## config.mk

```make
export PLATFORM = sky130hd
export DESIGN_NAME = shift_register_pwm_driver
export DESIGN_NICKNAME = d
export VERILOG_FILES = /design/src/rtl/srpwm_pkg.sv /design/src/rtl/shift_register_pwm_driver.sv /design/src/rtl/srpwm_duty_store.sv /design/src/rtl/srpwm_serialiser.sv
export VERILOG_INCLUDE_DIRS = /design/src /design/src/rtl
export SDC_FILE = /design/constraint.sdc
export NUM_CORES = 1
export LEC_CHECK = 0
export ABC_CLOCK_PERIOD_IN_PS = 2800
export BUFFER_PORTS_ARGS = -buffer_cell sky130_fd_sc_hd__buf_2
export CAP_MARGIN = 10
export CORE_MARGIN = 8
export CORE_UTILIZATION = 55
export DETAILED_ROUTE_END_ITERATION = 7
export GPL_TIMING_DRIVEN = 0
export PLACE_DENSITY_LB_ADDON = 0.15
export SETUP_SLACK_MARGIN = 0.05
export SLEW_MARGIN = 10
export SYNTH_ARGS = -nofsm -noshare
export SYNTH_HDL_FRONTEND = slang
export SYNTH_SLANG_ARGS = --single-unit
```

## constraint.sdc

```tcl
create_clock -name clk -period 2.8 [get_ports clk]
set_input_delay 0.14 -clock clk [delete_from_list [all_inputs] [get_ports clk]]
set_output_delay 0.14 -clock clk [all_outputs]
set_load 0.05 [all_outputs]
```

## src/rtl/shift_register_pwm_driver_assert.svh

```systemverilog
// assertion macros used by the pwm driver serialiser
`ifndef SHIFT_REGISTER_PWM_DRIVER_ASSERT_SVH
`define SHIFT_REGISTER_PWM_DRIVER_ASSERT_SVH

// consequent checked in the same cycle as the antecedent
`define SRPWM_ASSERT_SAME(lbl, ante, cons, msg) \
	lbl: assert property (@(posedge clk) disable iff (!arst_n) (ante) |-> (cons)) \
		else $error(msg);

// consequent checked in the cycle after the antecedent
`define SRPWM_ASSERT_NEXT(lbl, ante, cons, msg) \
	lbl: assert property (@(posedge clk) disable iff (!arst_n) (ante) |=> (cons)) \
		else $error(msg);

`endif

```

## src/rtl/srpwm_pkg.sv

```systemverilog
// shared types and constants of the shift register pwm driver
package srpwm_pkg;

	localparam int unsigned STORE_DEPTH_MAX = 32;
	localparam int unsigned BITS_PER_REG    = 8;
	localparam int unsigned DUTY_W          = 8;
	localparam int unsigned CHANNEL_W       = 5;
	localparam int unsigned SLOT_W          = 8;

	localparam logic [SLOT_W-1:0] SLOT_COUNT_RESET = 8'd255;

	// item kinds
	localparam logic KIND_SET  = 1'b0;
	localparam logic KIND_TICK = 1'b1;

	// duty write request towards the store
	typedef struct packed {
		logic                 en;
		logic [CHANNEL_W-1:0] channel;
		logic [DUTY_W-1:0]    duty;
	} duty_wr_t;

endpackage

```

## src/rtl/shift_register_pwm_driver.sv

```systemverilog
// Multi-channel PWM driver for a chain of REGISTERS 8-bit shift registers.
// A set item (kind 0) writes one channel's duty; channels beyond the chain
// are dropped. A tick item (kind 1) sends one time slot as REGISTERS*8
// result beats, highest channel first, with latch high on the last beat; a
// channel's bit is 1 when its duty exceeds the slot index. After the accept,
// the channel down-counter forms one beat per cycle while the result side
// does not stall, reading one duty register and doing one 8-bit compare per
// beat. No new item is taken until the last beat is formed. slot_count may
// only be written while idle.
module shift_register_pwm_driver #(
	parameter int unsigned REGISTERS = 4
) (
	input  logic                              clk,
	input  logic                              arst_n,
	input  logic                              item_valid,
	output logic                              item_ready,
	input  logic                              kind,
	input  logic [srpwm_pkg::CHANNEL_W-1:0]   channel,
	input  logic [srpwm_pkg::DUTY_W-1:0]      duty,
	output logic                              result_valid,
	input  logic                              result_ready,
	output logic                              serial_bit,
	output logic                              latch,
	input  logic                              cfg_wr_en,
	input  logic [srpwm_pkg::SLOT_W-1:0]      cfg_wr_data
);
	import srpwm_pkg::*;

	localparam int unsigned CH_W = $clog2(REGISTERS * BITS_PER_REG);

	logic [SLOT_W-1:0] slot_count_q;
	logic              accept;
	logic              start;
	logic              busy;
	duty_wr_t          wr;
	logic [CH_W-1:0]   rd_ch;
	logic [DUTY_W-1:0] rd_duty;

	// resolution register
	always_ff @(posedge clk or negedge arst_n) begin
		if (!arst_n) begin
			slot_count_q <= SLOT_COUNT_RESET;
		end else if (cfg_wr_en) begin
			slot_count_q <= cfg_wr_data;
		end
	end

	// item beat decode
	assign item_ready = !busy;
	assign accept     = item_valid && item_ready;
	assign start      = accept && (kind == KIND_TICK);
	assign wr.en      = accept && (kind == KIND_SET);
	assign wr.channel = channel;
	assign wr.duty    = duty;

	srpwm_duty_store #(
		.REGISTERS (REGISTERS)
	) u_store (
		.clk     (clk),
		.arst_n  (arst_n),
		.wr      (wr),
		.rd_ch   (rd_ch),
		.rd_duty (rd_duty)
	);

	srpwm_serialiser #(
		.REGISTERS (REGISTERS)
	) u_serialiser (
		.clk          (clk),
		.arst_n       (arst_n),
		.start        (start),
		.slot_count   (slot_count_q),
		.rd_ch        (rd_ch),
		.rd_duty      (rd_duty),
		.busy         (busy),
		.result_valid (result_valid),
		.result_ready (result_ready),
		.serial_bit   (serial_bit),
		.latch        (latch)
	);

endmodule

```

## src/rtl/srpwm_duty_store.sv

```systemverilog
// per-channel duty registers with one write and one read port
module srpwm_duty_store #(
	parameter int unsigned REGISTERS = 4
) (
	input  logic                                           clk,
	input  logic                                           arst_n,
	input  srpwm_pkg::duty_wr_t                            wr,
	input  logic [$clog2(REGISTERS*srpwm_pkg::BITS_PER_REG)-1:0] rd_ch,
	output logic [srpwm_pkg::DUTY_W-1:0]                   rd_duty
);
	import srpwm_pkg::*;

	localparam int unsigned TOTAL = REGISTERS * BITS_PER_REG;
	localparam int unsigned DEPTH = (TOTAL < STORE_DEPTH_MAX) ? TOTAL : STORE_DEPTH_MAX;
	localparam int unsigned AW    = $clog2(DEPTH);

	logic [DUTY_W-1:0] duty_q [DEPTH];

	// duty registers, cleared on reset, writes beyond the chain dropped
	always_ff @(posedge clk or negedge arst_n) begin
		if (!arst_n) begin
			for (int i = 0; i < DEPTH; i++) begin
				duty_q[i] <= '0;
			end
		end else if (wr.en && (32'(wr.channel) < DEPTH)) begin
			duty_q[wr.channel[AW-1:0]] <= wr.duty;
		end
	end

	// channels past the store always read as zero duty
	assign rd_duty = (32'(rd_ch) < DEPTH) ? duty_q[rd_ch[AW-1:0]] : '0;

endmodule

```

## src/rtl/srpwm_serialiser.sv

```systemverilog
// bit-serial slot emitter: one channel compare and one output beat per cycle while the output is not stalled
`include "shift_register_pwm_driver_assert.svh"

module srpwm_serialiser #(
	parameter int unsigned REGISTERS = 4
) (
	input  logic                                           clk,
	input  logic                                           arst_n,
	input  logic                                           start,
	input  logic [srpwm_pkg::SLOT_W-1:0]                   slot_count,
	output logic [$clog2(REGISTERS*srpwm_pkg::BITS_PER_REG)-1:0] rd_ch,
	input  logic [srpwm_pkg::DUTY_W-1:0]                   rd_duty,
	output logic                                           busy,
	output logic                                           result_valid,
	input  logic                                           result_ready,
	output logic                                           serial_bit,
	output logic                                           latch
);
	import srpwm_pkg::*;

	localparam int unsigned TOTAL = REGISTERS * BITS_PER_REG;
	localparam int unsigned CH_W  = $clog2(TOTAL);
	localparam logic [CH_W-1:0] CH_LAST = CH_W'(TOTAL - 1);

	logic              busy_q;
	logic [CH_W-1:0]   ch_q;
	logic [SLOT_W-1:0] slot_q;
	logic              out_valid_q;
	logic              bit_q;
	logic              latch_q;

	logic              load;
	logic              last;
	logic [SLOT_W:0]   slot_inc;
	logic [SLOT_W-1:0] slot_next;

	// next beat is formed when the output register is free or being drained
	assign load = busy_q && (!out_valid_q || result_ready);
	assign last = (ch_q == '0);

	// slot advance with wrap at the configured resolution
	assign slot_inc  = {1'b0, slot_q} + (SLOT_W+1)'(1);
	assign slot_next = (slot_inc >= {1'b0, slot_count}) ? '0 : slot_inc[SLOT_W-1:0];

	// channel counter runs from the top channel down to zero
	always_ff @(posedge clk or negedge arst_n) begin
		if (!arst_n) begin
			busy_q <= 1'b0;
			ch_q   <= '0;
			slot_q <= '0;
		end else if (start) begin
			busy_q <= 1'b1;
			ch_q   <= CH_LAST;
		end else if (load) begin
			ch_q <= ch_q - CH_W'(1);
			if (last) begin
				busy_q <= 1'b0;
				slot_q <= slot_next;
			end
		end
	end

	// output beat valid flag
	always_ff @(posedge clk or negedge arst_n) begin
		if (!arst_n) begin
			out_valid_q <= 1'b0;
		end else if (load) begin
			out_valid_q <= 1'b1;
		end else if (result_ready) begin
			out_valid_q <= 1'b0;
		end
	end

	// output beat payload
	always_ff @(posedge clk) begin
		if (load) begin
			bit_q   <= (rd_duty > slot_q);
			latch_q <= last;
		end
	end

	assign rd_ch        = ch_q;
	assign busy         = busy_q;
	assign result_valid = out_valid_q;
	assign serial_bit   = bit_q;
	assign latch        = latch_q;

	// checks
	`SRPWM_ASSERT_NEXT(a_last_ends_tick, load && last, !busy_q && out_valid_q && latch_q, "tick did not end on latch beat")
	`SRPWM_ASSERT_NEXT(a_latch_only_last, load && !last, !latch_q, "latch marked before last beat")
	`SRPWM_ASSERT_NEXT(a_slot_wrapped, load && last, (slot_q == '0) || (slot_q < slot_count), "slot index past resolution")
	`SRPWM_ASSERT_SAME(a_start_idle, start, !busy_q && !load, "tick started while a slot is in flight")

endmodule
```

==> flow_summary.json, run 1 <==
{
  "status": "finished, violations left",
  "violations": "negative setup slack",
  "switching_share_pct": 31.6,
  "fp-row-count": 57,
  "path_class": "reg -> reg",
  "power.clock.fraction_pct": 31.8,
  "synthFlopType": "dfrtp_1",
  "period_share_pct": 107,
  "hold_class": "in -> reg",
  "power_leakage_nw": 7.55,
  "insertion_delay_ps": 550,
  "cp_common_cell": "buf_4",
  "drtIter0Drc": 747,
  "fin_crit_ps": 2980,
  "clockBufferDepth": 3,
  "track_usage_pct": 25.2,
  "skew_ps": 7.43,
  "synth.net_count": 1021,
  "power.density_nw_per_um2": 810,
  "synth_seq_cells": 281,
  "syn_area_per_cell_sq_um": 13.7,
  "clock_sinks": 281,
  "dr.pass1.iters": 6,
  "ir_worst_vdd_uv": 683,
  "cap_violations": 0,
  "switching_power_mw": 4.02,
  "wl_per_cell_microns": 25.4,
  "grt-ovfl-total": 0,
  "vias": 8702,
  "vias_per_cell": 6.08,
  "place_ws_ps": -870,
  "gp_congestion": 0.943,
  "die_y_microns": 172,
  "pwr-share-seq_pct": 37.6,
  "cpPeakStageDelay_ps": 380,
  "fmax_mhz": 335,
  "p_int_mw": 8.71,
  "place_area_sq_um": 14000,
  "crit_arrival_ps": 3280,
  "ys_types": 53,
  "cts_max_level": 1,
  "setup_ws_ps": -182,
  "grt_pass1_wl_microns": 55400,
  "port_buffers": 30,
  "antenna_found_initial": 0,
  "critPathBufInv": 4,
  "cts-root-buf": "clkbuf_16",
  "hold_slack_ps": 98.5,
  "grt_pass1_vias": 8923,
  "fin_setup_tns_ps": -182,
  "pin_count": 31,
  "relSlewSlack_pct": 36.3,
  "diodes": 0,
  "die_w_microns": 172,
  "async_reset_ff_share_pct": 99.3,
  "cts_tree": "yes",
  "grt_max_degree": 109,
  "syn_inst": 976,
  "synth_edf_count": 2,
  "setup_viol": 1,
  "ys_warn_count": 0,
  "syn_area_sq_um": 13400,
  "dieArea_sq_um": 29600,
  "tightest_slew_ps": 952,
  "syn_to_final_growth_pct": 17.3,
  "power.total_mw": 12.7,
  "cp-start-kind": "flip-flop",
  "end_kind": "flip-flop",
  "ant_nets": 0,
  "critPathMaxFanout": 10,
  "hold_violations": 0,
  "dp_hpwl_microns": 24200,
  "placeableCoreArea_sq_um": 24100,
  "drive_above_1_share_pct": 43.4,
  "clk_pin_slew_ps": 60,
  "fin_nets": 1131,
  "drt_wl_total_microns": 36400,
  "drc_errors": 0,
  "cts_buffers": 31,
  "synth.yosys.seq_area_share_pct": 52.6,
  "required_ps": 3100,
  "slowest_stage": "dfrtp_1",
  "start_util_pct": 55.6,
  "rsz0062_at_grt": "true",
  "cpLargestDelayFamily": "simple AND/OR/NAND/NOR gates",
  "pwr-share-comb_pct": 30.6,
  "fin_area_sq_um": 15700,
  "slew_violations": 0,
  "cp_cell_sequence": "buf_8, buf_12, buf_4, and2b_2, buf_4, a22oi_1, nand3_1, nand3_2, ha_4, nor2b_1, o21a_1, o21ai_1, a21o_1, a21oi_2"
}
==> logic make-up after synthesis <==
family / count (synthesis) / share of synthesized area (%)
muxes: 351 / 32.0
and+or+nand+nor: 155 / 6.40
buffers and inverters: 84 / 2.82
xor gates and xnor gates: 9 / 0.588
DFF: 281 / 52.6
adders and majority gates: 18 / 1.68
AOI/OAI and AO/OA: 78 / 3.94
==> Yosys cell counts (all sizes together), types with 18 or more instances <==
cell type	count	share of area, %
dfrtp	271	51
nand3	33	1.2
mux2i	56	4.2
a21oi	20	0.75
clkbuf	32	0.90
nor2	19	1.1
nand2	56	1.6
buf	29	1.3
inv	23	0.64
mux4	36	6.0
ha	18	1.7
mux2	259	22
==> repair_timing <==
action                                 in CTS  in global routing
buffers inserted                            5                 14
pin swaps                                   4                 10
endpoints found under the hold margin      95                  0
setup endpoints to repair                  10                 11
hold buffers                               26                  0
gates cloned                                1                  0
resized for setup                          30                 37
==> cell usage in the layout (no fill, tap or decap), types with 13 or more instances in the layout <==
cell type,Yosys,layout
o21ai_0,16,13
nand3_1,33,30
clkbuf_1,32,37
mux2_2,259,259
dlygate4sd3_1,0,26
nand2_1,56,56
inv_1,23,23
mux2i_1,56,56
clkbuf_16,0,31
ha_1,18,15
mux4_2,36,36
buf_4,2,31
dfrtp_1,271,265
a22oi_1,15,14
a21oi_1,20,19
buf_2,20,35
==> state kept, by name (all words and copies together) (netlist names) <==
name,cells
u_serialiser.serial_bit,1
u_serialiser.rd_ch,5
u_serialiser.busy,1
u_serialiser.result_valid,1
slot_count_q,8
u_serialiser.slot_q,8
u_store.duty_q,256
u_serialiser.latch,1
==> metrics by stage <==
step / instances / utilization [%]
final: 1432 / 65.2
after global routing: 1432 / 65.2
after CTS: 1418 / 64.1
after detailed placement: 1332 / 58.2
after global placement: 1330 / 57.9
after floorplan: 976 / -
==> worst min-delay path, delay by kind of cell <==
kind / cells / cell delay (ps)
buf+inv: 2 / 330
compound gates: 1 / 70
simple gates: 1 / 90
==> final timing paths <==
kind	start	to	slack [ps]	cells after the start
setup / recovery	u_serialiser.rd_ch[0]	u_serialiser.serial_bit	-180	14
hold / removal	cfg_wr_en	slot_count_q[3]	100	4
setup reg to reg	u_serialiser.rd_ch[0]	u_serialiser.serial_bit	-180	14
hold reg to reg	u_store.duty_q[9]	u_store.duty_q[9]	500	1
max in group asynchronous	arst_n	u_store.duty_q[76]	1730	3
min in group asynchronous	arst_n	u_serialiser.slot_q[6]	130	2
==> metal layers <==
layer | global-route usage (%) | share of wire, % | vias to the layer above
li1 | - | - | 3786
met1 | 34.9 | 43 | 4550
met2 | 40.0 | 47 | 292
met3 | 4.32 | 6.4 | 74
met4 | 8.21 | 3.3 | 0
met5 | 0 | 0 | -
==> power by group through the flow <==
stage	combinational (mW)	clock, mW	sequential [mW]
6_report	3.89	4.05	4.79
3_5_place_dp	3.36	0	4.83
2_1_floorplan	2.32	0	4.79
4_1_cts	3.62	4.10	4.78
5_1_grt	4.15	4.26	4.84
3_3_place_gp	3.29	0	4.81
==> area by class of cell <==
cell class / instances / area, sq um
inverter: 23 / 86.3
sequential: 281 / 7060
fill: 1840 / 8380
multi-input combinational: 611 / 6160
buffer: 60 / 357
tap: 324 / 405
timing repair buffer: 78 / 649
clock inverter: 14 / 174
clock buffer: 41 / 833
Note: power is estimated with default switching activity, not from simulation.
==> run 2: changes to the inputs <==
--- a/config.mk
+++ b/config.mk
@@ -6,7 +6,7 @@
 export SDC_FILE = /design/constraint.sdc
 export NUM_CORES = 1
 export LEC_CHECK = 0
-export ABC_CLOCK_PERIOD_IN_PS = 2800
+export ABC_CLOCK_PERIOD_IN_PS = 3700
 export BUFFER_PORTS_ARGS = -buffer_cell sky130_fd_sc_hd__buf_2
 export CAP_MARGIN = 10
 export CORE_MARGIN = 8
@@ -15,7 +15,6 @@
 export GPL_TIMING_DRIVEN = 0
 export PLACE_DENSITY_LB_ADDON = 0.15
 export SETUP_SLACK_MARGIN = 0.05
-export SLEW_MARGIN = 10
 export SYNTH_ARGS = -nofsm -noshare
 export SYNTH_HDL_FRONTEND = slang
 export SYNTH_SLANG_ARGS = --single-unit
==> constraint.sdc (replaced) <==
create_clock -name clk -period 3.7 [get_ports clk]
set_input_delay 0.185 -clock clk [delete_from_list [all_inputs] [get_ports clk]]
set_output_delay 0.185 -clock clk [all_outputs]
set_load 0.05 [all_outputs]
==> run 2 against run 1 <==
Against the previous run:
- the run now ends clean
- register-to-register slack improved by 400 ps
- combinational power fell by 34%
- flip-flop and latch count unchanged
- core utilization decreased by 1.9 points
- power decreased by 27%
- final cell count decreased by 1.5%
- global-route usage down 0.27 points
- wire length is 1.8% lower
- hold slack lost 72 ps
- non-clock buffer count down 22
- maximum frequency decreased by 14%
- largest cell class unchanged
- largest power group unchanged
- highest routed layer unchanged
==> flow_summary.json, run 2 (same netlist as run 1, synthesis figures left out) <==
{
  "status": "finished clean",
  "grt-ovfl-total": 0,
  "drc_errors": 0,
  "gp_congestion": 0.943,
  "pwr-share-comb_pct": 27.9,
  "hold_slack_ps": 26.6,
  "slew_violations": 0,
  "power_leakage_nw": 7.34,
  "cts_setup_buffers": 0,
  "wl_per_cell_microns": 25.4,
  "fin_setup_tns_ps": 0,
  "tightest_slew_ps": 956,
  "crit_start": "u_serialiser.rd_ch[1]",
  "clock_sinks": 281,
  "pwr-share-seq_pct": 39.0,
  "use_met2_pct": 40.0,
  "syn_to_final_growth_pct": 13.9,
  "period_share_pct": 94.2,
  "fmax_mhz": 287,
  "fin_crit_ps": 3490,
  "end_kind": "flip-flop",
  "switching_power_mw": 2.92,
  "antenna_found_initial": 0,
  "power.clock.fraction_pct": 33.1,
  "largestRegisters": "u_store.duty_q (256), slot_count_q (8), u_serialiser.slot_q (8)",
  "layout_commonest_cell": "dfrtp_1",
  "cts_tree": "yes",
  "start_util_pct": 55.6,
  "cts-root-buf": "clkbuf_16",
  "die_y_microns": 172,
  "drive_above_1_share_pct": 39.6,
  "dr.pass1.iters": 5,
  "largest_reg_flops": 256,
  "rr_startpoint": "u_serialiser.rd_ch[1]",
  "vias": 8550,
  "setup_viol": 0,
  "rrSetupSlack_ps": 210,
  "grt_busiest_layer": "met2",
  "ant_nets": 0,
  "top_register": "u_store.duty_q",
  "clk_pin_slew_ps": 60,
  "critPathMaxFanout": 10,
  "port_buffers": 30,
  "hold_violations": 0,
  "gr-usage-met1_pct": 35.2,
  "cts_buffers": 31,
  "power.density_nw_per_um2": 606,
  "cp-start-kind": "flip-flop",
  "pin_count": 31,
  "cap_violations": 0,
  "grt_pass1_wl_microns": 54900,
  "grt_pass1_vias": 8818,
  "dp_hpwl_microns": 24200,
  "cts_max_level": 1,
  "min_from": "item_valid",
  "ir_worst_vdd_uv": 514,
  "place_ws_ps": 29.9,
  "drtIter0Drc": 871,
  "crit_arrival_ps": 3790,
  "final_cell_mix": "271 x dfrtp_1, 259 x mux2_2, 56 x nand2_1, 56 x mux2i_1, 48 x buf_2",
  "setup_ws_ps": 214,
  "clockBufferDepth": 3,
  "relSlewSlack_pct": 36.2,
  "required_ps": 4000,
  "p_int_mw": 6.34,
  "diodes": 0,
  "track_usage_pct": 24.9,
  "path_class": "reg -> reg",
  "grt_max_degree": 109,
  "placeableCoreArea_sq_um": 24100,
  "skew_ps": 11.7,
  "insertion_delay_ps": 560,
  "dieArea_sq_um": 29600,
  "fp-row-count": 57,
  "use_met3_pct": 3.52,
  "die_w_microns": 172,
  "rsz0062_at_grt": "false",
  "vias_per_cell": 6.06,
  "switching_share_pct": 31.5,
  "drt_wl_total_microns": 35800,
  "hold_class": "in -> reg",
  "fin_nets": 1109
}
==> run 2: repair_timing <==
action                                  4_1_cts  5_1_grt
hold buffers                                 23        0
gates resized for setup                       1        1
endpoints found under the setup margin        1        1
endpoints found under the hold margin        92        0
==> run 2: routing by layer <==
layer  vias up  part of all wire, %
met2       269                   47
met1      4464                   44
met4         0                  2.6
met3        68                  6.1
met5         -                    0
li1       3749                    -
==> run 2: worst paths after layout <==
path	to	cells past startpoint
worst max-delay path	u_serialiser.serial_bit	13
worst min-delay path	u_serialiser.busy	3
worst max register to register	u_serialiser.serial_bit	13
worst min register to register	u_store.duty_q[9]	1
max in group asynchronous	u_store.duty_q[234]	3
min in group asynchronous	u_serialiser.slot_q[2]	2
==> run 2: per-stage QoR <==
stage | power (mW) | instance area, sq um | util (%) | std cells
4_1_cts | 9.28 | 15300 | 63.3 | 1410
6_report | 9.26 | 15300 | 63.4 | 1410
3_3_place_gp | 6.13 | 14000 | 57.9 | 1330
5_1_grt | 9.63 | 15300 | 63.4 | 1410
3_5_place_dp | 6.19 | 14000 | 58.2 | 1332
2_1_floorplan | 5.39 | 13400 | - | 976
==> run 2: cell type report <==
class / instances / area, sq um
well taps: 324 / 405
inverters: 23 / 86.3
clock inverters: 14 / 174
repair buffers: 55 / 445
fillers: 1903 / 8830
plain buffers: 61 / 294
clock buffers: 41 / 833
multi-input cells: 611 / 5980
flip-flops and latches: 281 / 7050
==> run 2: power groups by stage <==
stage,registers [mW],logic (mW),clock network [mW]
finish,3.61,2.58,3.06
global route,3.64,2.76,3.23
CTS,3.60,2.57,3.11
detailed placement,3.65,2.54,0
global placement,3.64,2.49,0
floorplan,3.63,1.76,0
==> run 2: worst max-delay path: stages (launching register included) <==
cell and delay, ps:
dfrtp_1 320, clkbuf_1 300, buf_2 410, buf_2 440, mux2i_1 320, a22oi_1 130
nand3_1 180, nand3_1 110, ha_1 310, nor2b_1 140, o21a_1 160, o21ai_0 160
a21o_1 150, a21oi_1 90
==> run 3: changes to the inputs <==
--- a/config.mk
+++ b/config.mk
@@ -10,10 +10,10 @@
 export BUFFER_PORTS_ARGS = -buffer_cell sky130_fd_sc_hd__buf_2
 export CAP_MARGIN = 10
 export CORE_MARGIN = 8
-export CORE_UTILIZATION = 55
+export CORE_UTILIZATION = 40
 export DETAILED_ROUTE_END_ITERATION = 7
 export GPL_TIMING_DRIVEN = 0
-export PLACE_DENSITY_LB_ADDON = 0.15
+export PLACE_DENSITY_LB_ADDON = 0.2
 export SETUP_SLACK_MARGIN = 0.05
 export SYNTH_ARGS = -nofsm -noshare
 export SYNTH_HDL_FRONTEND = slang
==> run 3 against run 2 <==
Against the previous run:
- clock skew fell by 5.6 ps
- global-route usage decreased by 5.7 points
- die area up 34%
- sequential power about the same
- maximum frequency decreased by 0.14%
- register-to-register slack about the same
- largest cell class unchanged
==> flow_summary.json, run 3 (same netlist as run 1, synthesis figures left out) <==
{
  "status": "finished clean",
  "cp-start-kind": "flip-flop",
  "pwr-share-seq_pct": 39.6,
  "grt_busiest_layer": "met2",
  "dr.pass1.iters": 5,
  "largestRegisters": "u_store.duty_q (256), slot_count_q (8), u_serialiser.slot_q (8)",
  "hold_violations": 0,
  "hold_class": "in -> reg",
  "period_share_pct": 94.3,
  "power.density_nw_per_um2": 591,
  "cts-root-buf": "clkbuf_16",
  "syn_to_final_growth_pct": 14.9,
  "drt_wl_total_microns": 37000,
  "wl_per_cell_microns": 24.1,
  "pin_count": 31,
  "placeableCoreArea_sq_um": 33300,
  "switching_share_pct": 32.0,
  "drc_errors": 0,
  "relSlewSlack_pct": 34.6,
  "crit_arrival_ps": 3840,
  "gp_congestion": 0.846,
  "end_kind": "flip-flop",
  "critPathMaxFanout": 10,
  "path_class": "reg -> reg",
  "dp_hpwl_microns": 25700,
  "layout_commonest_cell": "dfrtp_1",
  "grt_pass1_vias": 8786,
  "vias_per_cell": 5.48,
  "use_met3_pct": 3.22,
  "cts_max_level": 1,
  "track_usage_pct": 19.2,
  "skew_ps": 6.03,
  "fin_area_sq_um": 15400,
  "clockBufferDepth": 3,
  "pwr-share-comb_pct": 28.6,
  "grt_max_degree": 105,
  "setup_viol": 0,
  "power.clock.fraction_pct": 31.8,
  "place_area_sq_um": 14200,
  "grt_pass1_wl_microns": 56700,
  "ir_worst_vdd_uv": 447,
  "ant_nets": 0,
  "start_util_pct": 40.3,
  "dieArea_sq_um": 39600,
  "gr-usage-met1_pct": 27.0,
  "cts_buffers": 30,
  "slew_violations": 0,
  "final_cell_mix": "271 x dfrtp_1, 259 x mux2_2, 56 x nand2_1, 56 x mux2i_1, 46 x buf_2",
  "tightest_slew_ps": 981,
  "antenna_found_initial": 0,
  "stdcell_count": 1536,
  "die_y_microns": 199,
  "cts_tree": "yes",
  "fmax_mhz": 286,
  "fin_nets": 1109,
  "fin_crit_ps": 3490,
  "placed_cells": 1457,
  "clk_pin_slew_ps": 60,
  "vias": 8417,
  "p_int_mw": 6.19,
  "grt-ovfl-total": 0,
  "clock_sinks": 281,
  "power_leakage_nw": 7.33,
  "drive_above_1_share_pct": 40.0,
  "required_ps": 4050,
  "use_met2_pct": 30.3,
  "cap_violations": 0,
  "rsz0062_at_grt": "false",
  "switching_power_mw": 2.92,
  "top_register": "u_store.duty_q",
  "die_w_microns": 199,
  "insertion_delay_ps": 550,
  "drtIter0Drc": 568,
  "port_buffers": 30,
  "fp-row-count": 67,
  "largest_reg_flops": 256
}
-- run 3: what timing repair did --
item	CTS	global route
setup buffers	0	0
setup endpoints to repair	1	1
gates resized for setup	2	6
endpoints found under the hold margin	120	0
hold buffers	23	0
-- run 3: path summary, 6_finish.rpt --
kind,startpoint,endpoint,slack (ps),cells past startpoint
worst max-delay path,u_serialiser.rd_ch[1],u_serialiser.serial_bit,210,11
worst min-delay path,item_valid,u_serialiser.rd_ch[0],60,3
worst max register to register,u_serialiser.rd_ch[1],u_serialiser.serial_bit,210,11
worst min register to register,u_store.duty_q[235],u_store.duty_q[235],500,1
max in group asynchronous,arst_n,u_store.duty_q[201],2400,3
min in group asynchronous,arst_n,u_serialiser.slot_q[3],320,2
-- run 3: worst max-delay path, cell delays in order (launching register included) --
cell and delay, ps:
dfrtp_1 320, clkbuf_1 330, clkbuf_4 350, clkbuf_4 340, mux4_2 370, a221oi_1 470
nand3_1 140, ha_1 310, o21a_1 120, o211ai_1 80, a21o_1 160, a21oi_1 280
-- run 3: through the flow --
step                setup TNS (ps)  utilization, %  hold WS (ps)  total power [mW]  worst slack (ps)
floorplan                        0               -          -111              5.39               961
global placement           -792720            42.4           396              6.19             -2930
detailed placement            -136            42.6           314              6.23              -136
CTS                              0            46.2          45.3              9.18              88.9
global route                     0            46.3          67.2              9.57              86.7
finish                           0            46.3          60.4              9.11               209
-- run 3: power groups by stage --
stage	registers, mW	clock network, mW	logic (mW)
3_5_place_dp	3.66	0	2.57
6_report	3.61	2.90	2.60
3_3_place_gp	3.65	0	2.54
2_1_floorplan	3.63	0	1.76
5_1_grt	3.65	3.09	2.83
4_1_cts	3.60	2.97	2.60
-- run 3: layer usage --
metal / wire, microns / share of wire, % / vias up
li1: - / - / 3746
met1: 17300 / 47 / 4437
met2: 16900 / 46 / 181
met3: 1670 / 4.5 / 53
met4: 1120 / 3.0 / 0
met5: 0 / 0 / -
-- run 3: layout make-up --
class / instances / area [sq um]
multi-input combinational: 611 / 5990
buffer: 61 / 303
sequential: 281 / 7050
timing repair buffer: 56 / 450
tap: 448 / 561
inverter: 23 / 86.3
clock buffer: 49 / 923
fill: 3064 / 17900
antenna: 1 / 2.50
clock inverter: 6 / 30.0
